--- src/fpsc_pkg.sv ---
`default_nettype none
package fpsc_pkg;

  localparam int PLANE_COUNT_DEF = 6;
  localparam int FRAC_BITS_DEF   = 16;

  localparam int CMD_W     = 2;
  localparam int SLOT_W    = 3;
  localparam int COORD_W   = 32;
  localparam int VERDICT_W = 2;
  localparam int PROD_W    = 2 * COORD_W;
  // three products plus the aligned offset, kept exact
  localparam int SUM_W     = PROD_W + 2;
  // distance with the radius added or taken off
  localparam int TEST_W    = SUM_W + 1;

  localparam logic [CMD_W-1:0] CMD_LOAD   = 2'd0;
  localparam logic [CMD_W-1:0] CMD_POINT  = 2'd1;
  localparam logic [CMD_W-1:0] CMD_SPHERE = 2'd2;

  localparam logic [VERDICT_W-1:0] VERDICT_INSIDE    = 2'd0;
  localparam logic [VERDICT_W-1:0] VERDICT_INTERSECT = 2'd1;
  localparam logic [VERDICT_W-1:0] VERDICT_OUTSIDE   = 2'd2;

  typedef struct packed {
    logic signed [COORD_W-1:0] nx;
    logic signed [COORD_W-1:0] ny;
    logic signed [COORD_W-1:0] nz;
    logic signed [COORD_W-1:0] off;
  } plane_t;

  // load enables of the stages behind the input register
  typedef struct packed {
    logic en2;
    logic en3;
    logic en4;
    logic en5;
  } pipe_en_t;

endpackage
`default_nettype wire

--- src/fpsc_plane_store.sv ---
`default_nettype none
module fpsc_plane_store import fpsc_pkg::*; #(
  parameter int PLANE_COUNT = PLANE_COUNT_DEF
) (
  input  logic              clk,
  input  logic              rst,
  input  logic              load,
  input  logic [SLOT_W-1:0] plane_slot,
  input  plane_t            load_plane,
  output plane_t            planes [PLANE_COUNT]
);

  // a slot beyond the table matches no entry and is dropped
  always_ff @(posedge clk) begin
    for (int i = 0; i < PLANE_COUNT; i++) begin
      if (rst) begin
        planes[i] <= '0;
      end else if (load && (32'(plane_slot) == i)) begin
        planes[i] <= load_plane;
      end
    end
  end

endmodule
`default_nettype wire

--- config.mk ---
export PLATFORM = sky130hd
export DESIGN_NAME = fpsc_plane_store
export DESIGN_NICKNAME = d
export VERILOG_FILES = /design/src/fpsc_pkg.sv /design/src/fpsc_plane_store.sv
export SDC_FILE = /design/constraint.sdc
export NUM_CORES = 2
export LEC_CHECK = 0
export ABC_AREA = 1
export ABC_CLOCK_PERIOD_IN_PS = 1250
export BUFFER_PORTS_ARGS = -buffer_cell sky130_fd_sc_hd__buf_2
export CAP_MARGIN = 20
export CORE_AREA = 2 2 353 355
export CTS_BUF_LIST = sky130_fd_sc_hd__clkbuf_4
export CTS_CLUSTER_DIAMETER = 120
export DETAILED_ROUTE_END_ITERATION = 6
export DIE_AREA = 0 0 355 357
export PLACE_DENSITY = 0.4
export SLEW_MARGIN = 25
export SYNTH_ARGS = -nofsm -noshare
export SYNTH_HDL_FRONTEND = slang
export SYNTH_SLANG_ARGS = --single-unit
--- constraint.sdc ---
create_clock -name clk -period 1.25 [get_ports clk]
set_input_delay 0.0625 -clock clk [delete_from_list [all_inputs] [get_ports clk]]
set_output_delay 0.0625 -clock clk [all_outputs]
set_load 0.01 [all_outputs]
### After elaboration in Yosys (flattened, before gate mapping)

Cells that the tools add are included.

| word-level totals | value |
|---|---|
| register bits after elaboration | 768 |
| output and inout port bits | 768 |
| input bits | 134 |
| word-level logic and storage cells | 36 |

| cells by class | value |
|---|---|
| reductions and logical operators | 7 |
| eq/ne operators | 5 |

Operators with widths:

| cell | count |
|---|---|
| 3-bit by 2-bit == test with 1-bit output (second input constant) | 2 |
| 3-bit == test (second input constant) | 2 |
| 1-bit logical AND | 6 |
| 3-bit by 1-bit == test with 1-bit output (second input constant) | 1 |
| 3-bit logical NOT | 1 |

### Depth between registers and ports, before layout

| logic depth | value |
|---|---|
| depth after elaboration | 2 |
| gate-level depth with buffers | 7 |

### Worst setup path after synthesis

No wires, ideal clock.

| path | value |
|---|---|
| path type | input to register |
| start | input rst |
| end | register planes[239] (netlist bit) |
| stages | 6 |
| path buffers | 3 |
| data required time | 1.186 ns |
| arrival time | 0.870 ns |
| setup slack | 0.317 ns |
| cells stage by stage | inv_1 -> buf_2 -> buf_2 -> buf_1 -> nand2_1 -> nor2_1 |

RTL lines:

| what | line | RTL |
|---|---|---|
| start, declared | fpsc_plane_store.sv:6 | `input logic rst,` |
| end signal, assigned by index | fpsc_plane_store.sv:19 | `planes[i] <= load_plane;` |
| end, declared | fpsc_plane_store.sv:10 | `output plane_t planes [PLANE_COUNT]` |

### Worst setup path in the final report

| path | value |
|---|---|
| start | register planes[19] (netlist bit) |
| end | output planes[19] (netlist bit) |

No word-level cell between the ends.

==> metrics.md <==
| Metric | Value |
|---|---|
| Status | `finished with violations` |
| Failing checks | `setup timing` |
| Ordered cell list for the critical path | `buf_6` |
| Period utilization | `1.416` |
| Post-synth top area cell | `dfxtp_1` |
| FILL cells | `12941` |
| Max-slew headroom | `0.5883` |
| Area grow syn2layout | `67.92%` |
| Final Hold Viols | `0` |
| # DRC | `0` |
| Flops & latches, synth | `768` |
| Nets@finish | `5848` |
| Worst-Skew Late Latency | `1.15 ns` |
| Synth async-reset ratio | `0` |
| Critical-path top delay cell | `dfxtp_4` |
| Vias per inst | `4.473` |
| CP top delay family | `flip-flops` |
| Crit path capture type | `output port` |
| Syn_nets | `approximately 4500` |
| Cts bufs inserted | `~220` |
| Final setup TNS | `-342.17 ns` |
| Initial Utilization | `0.2447` |
| Die area | `126700 sq um` |
| Clk buf depth | `3` |
| Layout Skew | `0 ns` |
| Largest net degree at the start of global routing | `68` |
| Number of global-route vias before repair | `32395` |
| Grt ovf | `0` |
| RSZ-0062 raised after global routing | `true` |
| Root Buffer Master | `clkbuf_4` |
| Number of library cell types mapped by synthesis | `10` |
| Post-synthesis sequential area ratio | `0.5110` |
| Final hold slack | `0.1205 ns` |
| Post-Syn Area | `30090 sq um` |
| Peak supply drop | `0.8224 mV` |
| Max-slew violation count | `0` |
| Die height | `357 um` |
| CTS tree | `yes` |
| Worst Path Required | `roughly 1.2 ns` |
| Die W | `355 um` |
| Pleak | `22.76 nW` |
| Post-synth EDFFs | `0` |
| Antenna Violating Nets Remaining | `0` |
| Drt total wl | `151200 um` |
| Initial antenna violation count | `4` |
| Most frequent cells after synthesis | `1544 x nor2_1, 774 x nand2_1, 768 x dfxtp_1, 768 x nand3_1, 276 x buf_2` |
| Min Clock Period, post-route | `1.770 ns` |
| Number of clock sinks | `768` |
| DRT Pass-1 Iters | `5` |
| WP buf/inv | `1` |
| Fmax | `564.9 MHz` |
| Reg with most FFs | `planes` |
| GPL Wtd Cong | `0.8115` |
| Yosys top cell area share | `0.5110` |
| Most common cell in the synthesized netlist | `nor2_1` |
| Worst path arrival time | `1.71 ns` |
| PD cells | `1166 nW/um^2` |
| Util after Layout | `0.4108` |
| Routed vias | `33545` |
| Slew @ Worst Pin | `0.6175 ns` |
| Num rows | `129` |
| Yosys warning count | `0` |
| Setup Viol. Count Final | `930` |
| Clock slew at reported path FFs | `0.06 ns` |
| I/O pin cnt | `902` |
| Routed len/inst | `20.17 um` |
| Maxcap violations | `0` |
| HPWL Detailed | `103300 um` |
| Mapped Cells | `~4300` |
| Buffers on Ports | `901` |
| Main synth FF type | `dfxtp_1` |
| Share of cells above drive strength 1 | `0.4022` |
| Total core area | `123000 sq um` |
| Setup slack after layout | `-0.5202 ns` |
| Worst Hold Class | `in -> reg` |
| DRT iter0 DRCs | `roughly 2100` |
| Setup CP Type | `reg -> out` |
| Max reg flops | `~770` |
| Average size of a mapped cell | `approximately 7.0 sq um` |
| Top post-synthesis cells by area | `dfxtp_1 51%, nor2_1 19%, nand3_1 13%, nand2_1 9.7%, buf_2 4.6%` |
| Htree depth | `4` |
| CP Launch Type | `register` |
| Top flop regs | `planes (768)` |
| Max stage delay on crit path | `0.39 ns` |
| Max Fanout on Critical Path | `2` |
| First-pass GRT wire length | `212200 um` |
| Total GRT Usage | `0.2225` |
-- power by group --
group	switching [mW]	total [mW]	internal (mW)
registers	0.731	26.1	25.4
logic	4.78	8.94	4.16
clock network	11.5	23.8	12.4
-- final cells by class --
cell class | instances | area [sq um] | share of cell area
diodes | 5 | 12.51 | 0.0002476
multi-input cells | 3088 | 12630 | 0.2499
clock inverters | 41 | 267.8 | 0.005299
clock buffers | 326 | 2447 | 0.04844
well taps | 1637 | 2048 | 0.04054
repair buffers | 1500 | 16100 | 0.3187
inverters | 135 | 526.8 | 0.01042
flip-flops and latches | 768 | 16500 | 0.3265
-- cells by family (layout without fill, tap and decap cells) --
logic type             after synthesis  after routing  synth area share
other                                0              5                 0
buffers and inverters              472           2002           0.07173
and+or+nand+nor                   3088           3088            0.4173
DFF                                768            768            0.5110
-- worst paths after layout --
| check | startpoint | end | slack [ns] | cells after the start |
|---|---|---|---|---|
| min | load | planes[517] | 0.12 | 8 |
| max reg2reg | planes[533] | planes[533] | 0.44 | 4 |
| max | planes[19] | planes[19] | -0.52 | 1 |
| min reg2reg | planes[650] | planes[650] | 0.48 | 2 |
-- layout by cell type, fill, tap and decap left out, types with 131 or more instances in the layout --
| master | instances |
|---|---|
| dfxtp_2 | 704 |
| inv_1 | 131 |
| buf_6 | 774 |
| clkbuf_4 | 326 |
| buf_2 | 133 |
| nand2_1 | 774 |
| nor2_1 | 1536 |
| dlygate4sd3_1 | 267 |
| nand3_1 | 768 |
| buf_4 | 206 |
-- through the flow --
stage	power, mW	worst slack, ns	std cells	cell area [sq um]
finish	58.90	-0.5202	7500	50530
detailed placement	33.55	-0.1161	6799	38390
global route	61.86	-0.6443	7499	50530
CTS	59.60	-0.7104	7445	49760
global placement	33.54	-0.1129	6799	38390
floorplan	29.89	0.3165	4328	30090
-- layer usage --
layer | share of wire | global-route usage
met4 | 0.031 | 0.08119
met1 | 0.41 | 0.2657
met3 | 0.082 | 0.07388
met5 | 0 | 0
met2 | 0.48 | 0.3712
-- repair_timing --
item	CTS	global route
gates resized for setup	1836	30
setup endpoints to repair	768	1005
pin swaps	0	6
hold buffers	269	1
cloned	0	16
buffers inserted	10	35
hold endpoints to repair	768	511
(Power assumes the default switching activity.)
