**config.mk**
```make
export PLATFORM = sky130hd
export DESIGN_NAME = fpsc_verdict
export DESIGN_NICKNAME = d
export VERILOG_FILES = /design/src/fpsc_pkg.sv /design/src/fpsc_verdict.sv
export SDC_FILE = /design/constraint.sdc
export NUM_CORES = 1
export LEC_CHECK = 0
export BUFFER_PORTS_ARGS = -buffer_cell sky130_fd_sc_hd__buf_4
export CAP_MARGIN = 10
export CELL_PAD_IN_SITES_DETAIL_PLACEMENT = 0
export CELL_PAD_IN_SITES_GLOBAL_PLACEMENT = 1
export CORE_MARGIN = 4
export CORE_UTILIZATION = 41
export CTS_CLUSTER_SIZE = 16
export DETAILED_ROUTE_END_ITERATION = 8
export GPL_ROUTABILITY_DRIVEN = 0
export GPL_TIMING_DRIVEN = 0
export HOLD_SLACK_MARGIN = 0.03
export PLACE_DENSITY = 0.91
export SYNTH_ARGS = -nofsm -noshare
export SYNTH_HDL_FRONTEND = slang
export SYNTH_SLANG_ARGS = --single-unit
```
**constraint.sdc**
```tcl
create_clock -name clk -period 3.8 [get_ports clk]
set_input_delay 0.76 -clock clk [delete_from_list [all_inputs] [get_ports clk]]
set_output_delay 0.76 -clock clk [all_outputs]
set_load 0.03 [all_outputs]
```
**src/fpsc_pkg.sv**
```systemverilog
`default_nettype none
package fpsc_pkg;

  localparam int PLANE_COUNT_DEF = 6;
  localparam int FRAC_BITS_DEF   = 16;

  localparam int CMD_W     = 2;
  localparam int SLOT_W    = 3;
  localparam int COORD_W   = 32;
  localparam int VERDICT_W = 2;
  localparam int PROD_W    = 2 * COORD_W;
  // three products plus the aligned offset, kept exact
  localparam int SUM_W     = PROD_W + 2;
  // distance with the radius added or taken off
  localparam int TEST_W    = SUM_W + 1;

  localparam logic [CMD_W-1:0] CMD_LOAD   = 2'd0;
  localparam logic [CMD_W-1:0] CMD_POINT  = 2'd1;
  localparam logic [CMD_W-1:0] CMD_SPHERE = 2'd2;

  localparam logic [VERDICT_W-1:0] VERDICT_INSIDE    = 2'd0;
  localparam logic [VERDICT_W-1:0] VERDICT_INTERSECT = 2'd1;
  localparam logic [VERDICT_W-1:0] VERDICT_OUTSIDE   = 2'd2;

  typedef struct packed {
    logic signed [COORD_W-1:0] nx;
    logic signed [COORD_W-1:0] ny;
    logic signed [COORD_W-1:0] nz;
    logic signed [COORD_W-1:0] off;
  } plane_t;

  // load enables of the stages behind the input register
  typedef struct packed {
    logic en2;
    logic en3;
    logic en4;
    logic en5;
  } pipe_en_t;

endpackage
`default_nettype wire

```
**src/fpsc_verdict.sv**
```systemverilog
`default_nettype none
module fpsc_verdict import fpsc_pkg::*; #(
  parameter int PLANE_COUNT = PLANE_COUNT_DEF
) (
  input  logic                    clk,
  input  logic                    en,
  input  logic                    is_sphere,
  input  logic signed [SUM_W-1:0] rs,
  input  logic signed [SUM_W-1:0] distance [PLANE_COUNT],
  output logic [VERDICT_W-1:0]    verdict
);

  logic [PLANE_COUNT-1:0]   hit_out;
  logic [PLANE_COUNT-1:0]   hit_int;
  logic [VERDICT_W-1:0]     verdict_next;

  always_comb begin
    logic signed [TEST_W-1:0] lo_test;
    logic signed [TEST_W-1:0] hi_test;
    for (int i = 0; i < PLANE_COUNT; i++) begin
      lo_test = TEST_W'(distance[i]) + TEST_W'(rs);
      hi_test = TEST_W'(distance[i]) - TEST_W'(rs);
      if (is_sphere) begin
        hit_out[i] = lo_test[TEST_W-1];
        hit_int[i] = hi_test[TEST_W-1];
      end else begin
        hit_out[i] = distance[i][SUM_W-1];
        hit_int[i] = (distance[i] == '0);
      end
    end
  end

  always_comb begin
    if (|hit_out) begin
      verdict_next = VERDICT_OUTSIDE;
    end else if (|hit_int) begin
      verdict_next = VERDICT_INTERSECT;
    end else begin
      verdict_next = VERDICT_INSIDE;
    end
  end

  always_ff @(posedge clk) begin
    if (en) begin
      verdict <= verdict_next;
    end
  end

endmodule
`default_nettype wire

```
# Yosys cells after proc, flatten, opt, wreduce, memory -nomap -nowiden
# Cells that the tools add are included.
# op_classes
muxes	13
reduce_logical	8
addsub	12
# op_table
op	count
66-bit by 66-bit adder with 67-bit output	6
66-bit by 66-bit subtractor with 67-bit output	6
66-bit logical NOT	6
1-bit 2-to-1 mux	13
6-bit OR reduction	2
# totals
inputBits	465
wordCells	34
ff_bits	2
output_inout_bits	2

# Depth between registers and ports, before layout
# Gate-level depths: netlist of run 1.
# depth
word_depth	4
depth_mapped	13
ltp_nobuf	12

# Worst setup path before layout of run 1
# OpenSTA, ideal clock, no wires.
# synth_path
path_type	input to register
startpoint	input rs[63]
endpoint	register verdict[1] (data pin)
path_buffers	0
setup_ps	260
arrival_ps	3270
t_required_ps	3540
cell_stages	11
path_slack_ps	270
cell_sequence	inv_1 -> ha_1 -> or4_4 -> or4b_4 -> nor4_4 -> nand3_1 -> o211ai_2 -> o211ai_1 -> o31ai_1 -> o2111a_1 -> o21ai_2
# synth_via
elab_chain_len	3
word_cells_on_any_way	13
classes_between	add/sub (6); mux (6); reduce/logical (1)
# synth_rtl
item	line_no	text
start: declaration	fpsc_verdict.sv:8	input logic signed [SUM_W-1:0] rs,
66-bit by 66-bit adder with 67-bit output	fpsc_verdict.sv:21	lo_test = TEST_W'(distance[i]) + TEST_W'(rs);
1-bit 2-to-1 mux	fpsc_verdict.sv:23	if (is_sphere) begin
6-bit OR reduction (*)	fpsc_verdict.sv:34	if (|hit_out) begin
end signal: assignment	fpsc_verdict.sv:45	verdict <= verdict_next;
end: declaration	fpsc_verdict.sv:10	output logic [VERDICT_W-1:0] verdict
# Mark *: on every way between the ends. The rest lies on a longest branch, timed or not.
# A chain may end at the register's enable or synchronous reset.

# Worst setup path after layout of run 1
# layout_path
startpoint	input rs[48]
endpoint	register verdict[1] (data pin)
# The elaborated chain is that of the path after synthesis.

==> impl_metrics.toml, run 1 <==
[sta]
relSlewSlack = 0.0861
slew_violations = 0
worst_pin_slew_ns = 1.36
fin_crit_ns = 3.83
whs_ns = 0.750
fmax_mhz = 261
min_period_over_period = 1.01
final_hold_viol_count = 0
setup_ws_ns = -0.0285
setup_viol = 1

[cts]
clockBufferDepth = 2
cts_made_buffers = 3
root_buffer = "clkbuf_16"
htreeDepth = 1
cts.sinks = 2
cts_tree = "done"
path_clk_slew_ns = 0.03
ctsHoldBuffers = 0

[cells_and_area]
drive_gt1_frac = 0.253
reg_top3 = "verdict (2)"
syn_to_final_growth_pct = 34.6
fin_nets = 4134
top_register = "verdict"
largest_register_ffs = 2
utilization = 0.558
stdcell_area_um2 = 24600

[worst_setup_path]
cp-start-kind = "input port"
max_stage_delay_ns = 0.48
crit_buf_inv = 2
path_delay_family = "compound AO/OA/AOI/OAI gates"
setup.worst_path.class = "input port to flop"
cp_slowest_cell = "nor4_2"
endpoint_kind = "flop"
crit_chain = "buf_4 > clkinvlp_4 > ha_1 > nor4_2 > nand4_1 > o21bai_1 > a31oi_1 > a2111oi_0 > a21oi_1 > o2111a_1 > o21ai_2"
cp_max_fo = 7
cp_data_arrival_time_ns = 3.79
crit_required_ns = 3.77

[synthesis]
synth_seq_area_share = 0.00328
synth_edf_count = 2
syn-num-nets = 3570
synth-seq-cells = 2
postSynthAreaPerCell_um2 = 7.87
ys_warn_count = 0
synthCells = 2325
synth_top_flop_cell = "edfxtp_1"
synth.distinct_cells = 63
syn_area_um2 = 18300
synthArstFlopShare = 0

[detailed_routing]
vias_per_cell = 6.28
dr_total_vias = 21919
routed_wl_um = 91600
drc_errors = 0
post_drt_wl_per_cell_um = 26.3
drt_iter0_markers = 2045
antenna_left = 0
drt-pass1-iter-count = 9

[pwr]
p_total_uw = 3070
ir_drop_mv = 0.119
leakage_uw = 0.0119
powerDensity_nw_per_um2 = 125

[placed_design]
dp_hpwl_um = 77300
dpl_cell_area_um2 = 22500
place_ws_ns = -1.05
place.port_buffers = 466

[grt]
grt_pass1_wl_um = 129000
grt_start_max_net_pins = 11
antenna_found_initial = 13
track_usage = 0.352
grt_overflow = 0
grt_pass1_vias = 20895

[floorplanning]
io_pins = 467
coreArea_um2 = 44100
fp.dieH_um = 219
rows = 77
dieArea_um2 = 48000
die_width_um = 219
initial_core_util = 0.414

[outcome]
status = "finished with violations"
violations = "setup timing"

[hold_path]
worst_hold_path_type = "input port to flop"

[job]
maxCapViolations = 0
-- per-layer routing --
metal / global-route usage / vias to the layer above / part of all wire
li1: - / 9954 / -
met1: 0.437 / 10239 / 0.39
met2: 0.557 / 1350 / 0.43
met3: 0.0874 / 368 / 0.11
met4: 0.193 / 8 / 0.074
met5: 0 / - / 0.00048
-- path summary, 6_finish.rpt --
kind,from,endpoint,slack [ns],cells past startpoint
max,rs[48],verdict[1],-0.03,11
min,en,verdict[0],0.75,1
-- power by group --
part	switching [uW]	internal, uW	total, uW
logic	1690	1190	2880
registers	1.78	26.1	27.8
clock network	25.9	134	160
-- cells in the final DEF, fill, tap and decap left out, drive strengths merged, types with 12 or more instances in the layout --
master      n
o21ai      89
nor4      172
or4        22
a21oi     284
nand2      94
buf       561
o31ai      36
nor2b      35
a2111oi    14
o21bai     34
a21o       42
inv       182
nor2      138
nor3       44
nand4      94
nand3      48
and4       12
o211ai     13
a31oi      19
clkinvlp   35
a211oi     30
ha        780
a221oi     23
nand2b     14
-- metrics by stage --
stage / std cells / TNS [ns]
after CTS: 3434 / -0.00241
after detailed placement: 3384 / -1.80
final: 3488 / -0.0285
after global placement: 3383 / -1.71
after global routing: 3486 / -0.0335
after floorplan: 2325 / 0
-- cells in the mapped netlist (2+ instances only) --
| cell | count | area [um2] |
|---|---|---|
| ha_1 | 780 | 9760 |
| a21oi_1 | 283 | 1420 |
| inv_1 | 217 | 815 |
| nor4_1 | 171 | 1070 |
| nor2_1 | 138 | 518 |
| nand2_1 | 94 | 353 |
| nand4_1 | 94 | 588 |
| o21ai_0 | 88 | 440 |
| nand3_1 | 48 | 240 |
| nor3_1 | 44 | 220 |
| a21o_1 | 41 | 308 |
| o31ai_1 | 36 | 270 |
| nor2b_1 | 35 | 219 |
| o21bai_1 | 34 | 255 |
| a211oi_1 | 30 | 225 |
| a221oi_1 | 23 | 201 |
| or4_1 | 20 | 150 |
| a31oi_1 | 19 | 119 |
| a2111oi_0 | 14 | 123 |
| nand2b_1 | 14 | 87.6 |
| and4_1 | 12 | 105 |
| o211ai_1 | 12 | 90.1 |
| a21boi_0 | 9 | 67.6 |
| xnor2_1 | 5 | 43.8 |
| a311oi_1 | 4 | 35.0 |
| a41oi_1 | 4 | 35.0 |
| o221ai_1 | 4 | 35.0 |
| or3_1 | 4 | 25.0 |
| a221o_1 | 3 | 30.0 |
| o311ai_0 | 3 | 26.3 |
| o41ai_1 | 3 | 26.3 |
| a41o_1 | 2 | 20.0 |
| and3_1 | 2 | 12.5 |
| clkbuf_1 | 2 | 7.51 |
| edfxtp_1 | 2 | 60.1 |
| o2111ai_1 | 2 | 17.5 |
| o21a_1 | 2 | 15.0 |
| or4_4 | 2 | 22.5 |
-- repair_timing --
item | in CTS | in global routing
buffers inserted | 48 | 45
pin swaps | 15 | 48
cloned | 0 | 0
resized for setup | 107 | 117
setup endpoints to repair | 2 | 2
-- logic make-up after synthesis --
logic type | synth area share
buffers and inverters | 0.0452
AO/OA/AOI/OAI | 0.212
adder cells (fa/ha/maj) | 0.534
flip-flops | 0.00328
AND/OR/NAND/NOR | 0.203
XOR/XNOR | 0.00287
-- layout make-up --
| type | instances | area (um2) |
|---|---|---|
| fill | 4120 | 19500 |
| multi-input combinational | 2103 | 18500 |
| timing repair buffer | 560 | 4290 |
| inverter | 217 | 946 |
| tap | 592 | 741 |
| clock buffer | 3 | 75.1 |
| sequential | 2 | 60.1 |
| antenna | 9 | 22.5 |
| buffer | 2 | 8.76 |
No activity file was read; power rests on OpenSTA's default activity.
==> run 2, diff against run 1 <==
--- a/config.mk
+++ b/config.mk
@@ -5,6 +5,7 @@
 export SDC_FILE = /design/constraint.sdc
 export NUM_CORES = 1
 export LEC_CHECK = 0
+export ABC_CLOCK_PERIOD_IN_PS = 4100
 export BUFFER_PORTS_ARGS = -buffer_cell sky130_fd_sc_hd__buf_4
 export CAP_MARGIN = 10
 export CELL_PAD_IN_SITES_DETAIL_PLACEMENT = 0
@@ -17,6 +18,7 @@
 export GPL_TIMING_DRIVEN = 0
 export HOLD_SLACK_MARGIN = 0.03
 export PLACE_DENSITY = 0.91
+export REMOVE_ABC_BUFFERS = 1
 export SYNTH_ARGS = -nofsm -noshare
 export SYNTH_HDL_FRONTEND = slang
 export SYNTH_SLANG_ARGS = --single-unit
==> constraint.sdc (replaced) <==
create_clock -name clk -period 4.1 [get_ports clk]
set_input_delay 0.82 -clock clk [delete_from_list [all_inputs] [get_ports clk]]
set_output_delay 0.82 -clock clk [all_outputs]
set_load 0.03 [all_outputs]
==> run 2 against run 1 <==
Net effect:
- the flow still finishes with violations (setup timing)
- cell area is 5.7% lower
- largest cell class unchanged
- sequential cell count stayed put
- final cell count is 1.8% lower
==> impl_metrics.toml, run 2 (same netlist as run 1, synthesis figures left out) <==
[pwr]
leakage_uw = 0.0116
powerDensity_nw_per_um2 = 113
ir_drop_mv = 0.132

[sta]
final_hold_viol_count = 0
slew_violations = 0
worst_pin_slew_ns = 1.39
rsz0062_at_grt = "false"
fin_crit_ns = 4.16
setup_viol = 2
min_period_over_period = 1.01
fmax_mhz = 240
relSlewSlack = 0.0619
setup_ws_ns = -0.0606

[floorplanning]
die_width_um = 219
io_pins = 467
dieArea_um2 = 48000
fp.dieH_um = 219
coreArea_um2 = 44100
rows = 77
initial_core_util = 0.414

[cells_and_area]
layoutNonFillerInstCount = 3424
top_register = "verdict"
largest_register_ffs = 2
final_cell_mix = "ha_1 (774), buf_4 (499), a21oi_1 (282)"
drive_gt1_frac = 0.200
final_common_cell = "ha_1"
syn_to_final_growth_pct = 26.9
fin_nets = 4075
reg_top3 = "verdict (2)"
fillers = 4241
stdcell_area_um2 = 23200

[cts]
htreeDepth = 1
ctsHoldBuffers = 0
cts.sinks = 2
clockBufferDepth = 2
path_clk_slew_ns = 0.03
cts_tree = "done"
root_buffer = "clkbuf_16"
cts_made_buffers = 3

[detailed_routing]
drt_iter0_markers = 2200
drt-pass1-iter-count = 5
vias_per_cell = 6.24
post_drt_wl_per_cell_um = 25.9
drc_errors = 0
dr_total_vias = 21371
routed_wl_um = 88600
antenna_left = 0

[outcome]
status = "finished with violations"
violations = "setup timing"

[worst_setup_path]
crit_end = "verdict[0]"
crit_required_ns = 4.06
cp-startpoint = "rs[11]"
cp-start-kind = "input port"
endpoint_kind = "flop"
setup.worst_path.class = "input port to flop"
cp_max_fo = 7
cp_data_arrival_time_ns = 4.12

[placed_design]
dpl_cell_area_um2 = 22500
dpl.cell_count = 3381
dp_hpwl_um = 76700
place.port_buffers = 466

[grt]
grt_pass1_wl_um = 126000
track_usage = 0.345
grt_start_max_net_pins = 13
grt_overflow = 0
grt_pass1_vias = 20535
antenna_found_initial = 4

[job]
maxCapViolations = 0

[hold_path]
worst_hold_path_type = "input port to flop"
==> run 2: changes by cell type in the layout (fill, tap and decap cells not counted), moves of 5 or more <==
cell        previous run  this run
o21ai_0               80        87
buf_4                541       499
buf_6                 15         3
ha_1                 736       774
nor3_1                38        43
inv_1                182       203
nor4_1               144       160
clkinvlp_4            35        14
nor4_4                15         2
diode_2                9         4
o21ai_1                7         1
ha_4                  30         6
ha_2                  14         0
==> run 2: worst min-delay path by stage <==
stage,start,end,cells past startpoint
global placement,en,verdict[0],1
finish,en,verdict[1],1
CTS,en,verdict[1],1
floorplan,en,verdict[0],0
detailed placement,en,verdict[0],1
global route,en,verdict[1],1
==> run 2: critical path, cell delays in order <==
cell and delay [ns]:
buf_4 0.15, inv_1 0.24, ha_1 0.33, nor4_1 0.54
nand2_1 0.14, nor3_1 0.44, a2111oi_0 0.23, a221oi_2 0.49
o211ai_1 0.20, xnor2_1 0.16, o2111a_1 0.15, o21ai_2 0.16
a21oi_2 0.04
==> run 2: layer usage <==
| layer | up-vias | GRT usage | part of all wire |
|---|---|---|---|
| met5 | - | 0 | 0.00029 |
| met4 | 4 | 0.147 | 0.056 |
| met3 | 261 | 0.0739 | 0.11 |
| met2 | 1286 | 0.550 | 0.44 |
| met1 | 9989 | 0.450 | 0.40 |
| li1 | 9831 | - | - |
==> run 2: power breakdown <==
part / leakage [uW] / internal (uW) / total, uW / switching, uW
clock: 0.0000370 / 124 / 145 / 20.8
combinational: 0.0116 / 995 / 2460 / 1470
sequential: 0.0000196 / 24.1 / 24.9 / 0.784
total: 0.0116 / 1140 / 2630 / 1490
==> run 2: final cells by class <==
type                       instances  area (um2)  area share
clock buffer                       3        75.1     0.00323
inverter                         217         867      0.0374
timing repair buffer             503        3780       0.163
sequential                         2        60.1     0.00259
multi-input combinational       2103       17700       0.761
tap                              592         741      0.0319
antenna                            4        10.0    0.000431
==> run 2: stage by stage <==
stage	TNS [ns]	total power (uW)	hold WS (ns)	worst slack, ns	utilization
2_1_floorplan	0	1230	0.932	0.510	-
5_1_grt	0	2840	0.819	0.00146	0.526
3_3_place_gp	-1.20	2240	1.03	-0.683	0.510
6_report	-0.0645	2630	0.815	-0.0606	0.526
3_5_place_dp	-1.19	2320	1.04	-0.659	0.510
4_1_cts	0	2510	0.815	0.0130	0.516
==> run 2: what timing repair did <==
action,in CTS,in global routing
setup endpoints to repair,2,2
buffers inserted,11,25
pin swaps,4,8
cloned,0,0
gates resized for setup,20,38
==> run 3, diff against run 2 <==
--- a/config.mk
+++ b/config.mk
@@ -12,12 +12,14 @@
 export CELL_PAD_IN_SITES_GLOBAL_PLACEMENT = 1
 export CORE_MARGIN = 4
 export CORE_UTILIZATION = 41
+export CTS_BUF_LIST = sky130_fd_sc_hd__clkbuf_2 sky130_fd_sc_hd__clkbuf_4 sky130_fd_sc_hd__clkbuf_8
 export CTS_CLUSTER_SIZE = 16
 export DETAILED_ROUTE_END_ITERATION = 8
 export GPL_ROUTABILITY_DRIVEN = 0
 export GPL_TIMING_DRIVEN = 0
 export HOLD_SLACK_MARGIN = 0.03
 export PLACE_DENSITY = 0.91
+export RECOVER_POWER = 50
 export REMOVE_ABC_BUFFERS = 1
 export SYNTH_ARGS = -nofsm -noshare
 export SYNTH_HDL_FRONTEND = slang
==> run 3 against run 2 <==
Net effect:
- power decreased by 2.2%
- clock power decreased by 46%
- clock-buffer cell count unchanged
- the run still ends with setup timing left
- critical endpoint unchanged
- critical path type unchanged
- critical path depth unchanged
- global-route usage about the same
- sequential share of layout area about the same
==> impl_metrics.toml, run 3 (same netlist as run 1, synthesis figures left out) <==
[worst_setup_path]
setup.worst_path.class = "input port to flop"
path_delay_family = "compound AO/OA/AOI/OAI gates"
cp-startpoint = "rs[11]"
crit_buf_inv = 2
max_stage_delay_ns = 0.53
endpoint_kind = "flop"
cp_max_fo = 7
cp-start-kind = "input port"
cp_data_arrival_time_ns = 4.09
crit_required_ns = 4.05
cp_slowest_cell = "a221oi_2"
crit_chain = "buf_4 > inv_1 > ha_1 > nor4_1 > nand2_1 > nor3_1 > a2111oi_0 > a221oi_2 > o211ai_1 > xnor2_1 > o2111a_1 > o21ai_2 > a21oi_2"

[pwr]
powerDensity_nw_per_um2 = 111
intPower_uw = 1080
ir_drop_mv = 0.0623
p_comb_frac = 0.960
switchingPower_uw = 1490
pwr-share-seq = 0.010
clkPwrFrac = 0.030
netSwitchingFraction = 0.579
p_total_uw = 2570
leakage_uw = 0.0116

[cells_and_area]
drive_gt1_frac = 0.202
syn_to_final_growth_pct = 26.9
top_register = "verdict"
final_common_cell = "ha_1"
final_cell_mix = "ha_1 (773), buf_4 (498), a21oi_1 (282)"
reg_top3 = "verdict (2)"
largest_register_ffs = 2
fin_nets = 4075

[sta]
final_hold_viol_count = 0
setup_viol = 1
min_period_over_period = 1.01
setup_tns_ns = -0.0343
fin_crit_ns = 4.13
slew_violations = 0
fmax_mhz = 242
worst_pin_slew_ns = 1.29
relSlewSlack = 0.129
setup_ws_ns = -0.0343
whs_ns = 0.894
rsz0062_at_grt = "false"

[floorplanning]
dieArea_um2 = 48000
coreArea_um2 = 44100
initial_core_util = 0.414
die_width_um = 219
io_pins = 467
rows = 77
fp.dieH_um = 219

[cts]
clockBufferDepth = 2
path_clk_slew_ns = 0.03
cts.sinks = 2
root_buffer = "clkbuf_8"
htreeDepth = 1
cts_made_buffers = 3
cts_tree = "done"

[grt]
grt_overflow = 0
grt_pass1_vias = 20566
grt_start_max_net_pins = 13
track_usage = 0.345
antenna_found_initial = 4
grt_pass1_wl_um = 126000

[placed_design]
dp_hpwl_um = 76700
place.port_buffers = 466

[job]
maxCapViolations = 0

[hold_path]
worst_hold_path_type = "input port to flop"
min_from = "en"

[detailed_routing]
vias_per_cell = 6.21
drt-pass1-iter-count = 6
post_drt_wl_per_cell_um = 25.9
drt_iter0_markers = 2153
drc_errors = 0
routed_wl_um = 88600
dr_total_vias = 21260
antenna_left = 0

[outcome]
violations = "setup timing"
status = "finished with violations"
run 3: metal layers:
layer	global-route usage	vias up	part of all wire
met5	0	-	0.00029
met4	0.152	4	0.057
met3	0.0773	273	0.11
met2	0.548	1265	0.43
met1	0.447	9889	0.40
li1	-	9829	-
run 3: timing repair:
action | 4_1_cts | 5_1_grt
pin swaps | 4 | 9
setup endpoints to repair | 2 | 2
endpoints found under the hold margin | 0 | 0
buffers inserted | 10 | 26
resized for setup | 20 | 44
hold buffers | 0 | 0
run 3: power by group through the flow:
stage / combinational (uW) / sequential [uW] / clock [uW]
floorplan: 1200 / 27.3 / 0
global placement: 2220 / 25.2 / 0
detailed placement: 2300 / 25.1 / 0
CTS: 2340 / 24.9 / 80.3
global route: 2680 / 24.9 / 83.6
finish: 2470 / 24.9 / 78.5
run 3: cell type report:
cell class / count / area (um2)
Sequential cell: 2 / 60.1
Inverter: 217 / 871
Multi-Input combinational cell: 2103 / 17700
Timing Repair Buffer: 503 / 3780
Clock buffer: 3 / 41.3
Fill cell: 4236 / 20900
Antenna cell: 2 / 5.00
Tap cell: 592 / 741
run 3: worst paths after layout:
| check | to | slack (ns) | depth (start not counted) |
|---|---|---|---|
| setup / recovery | verdict[0] | -0.03 | 13 |
| hold / removal | verdict[1] | 0.89 | 1 |
run 3: metrics by stage:
stage	utilization	instance area, um2	worst slack, ns	cells
after detailed placement	0.510	22500	-0.659	3381
after floorplan	-	18300	0.510	2322
final	0.526	23200	-0.0343	3422
after global placement	0.510	22500	-0.683	3380
after global routing	0.526	23200	0.000747	3422
after CTS	0.515	22700	0.00840	3394
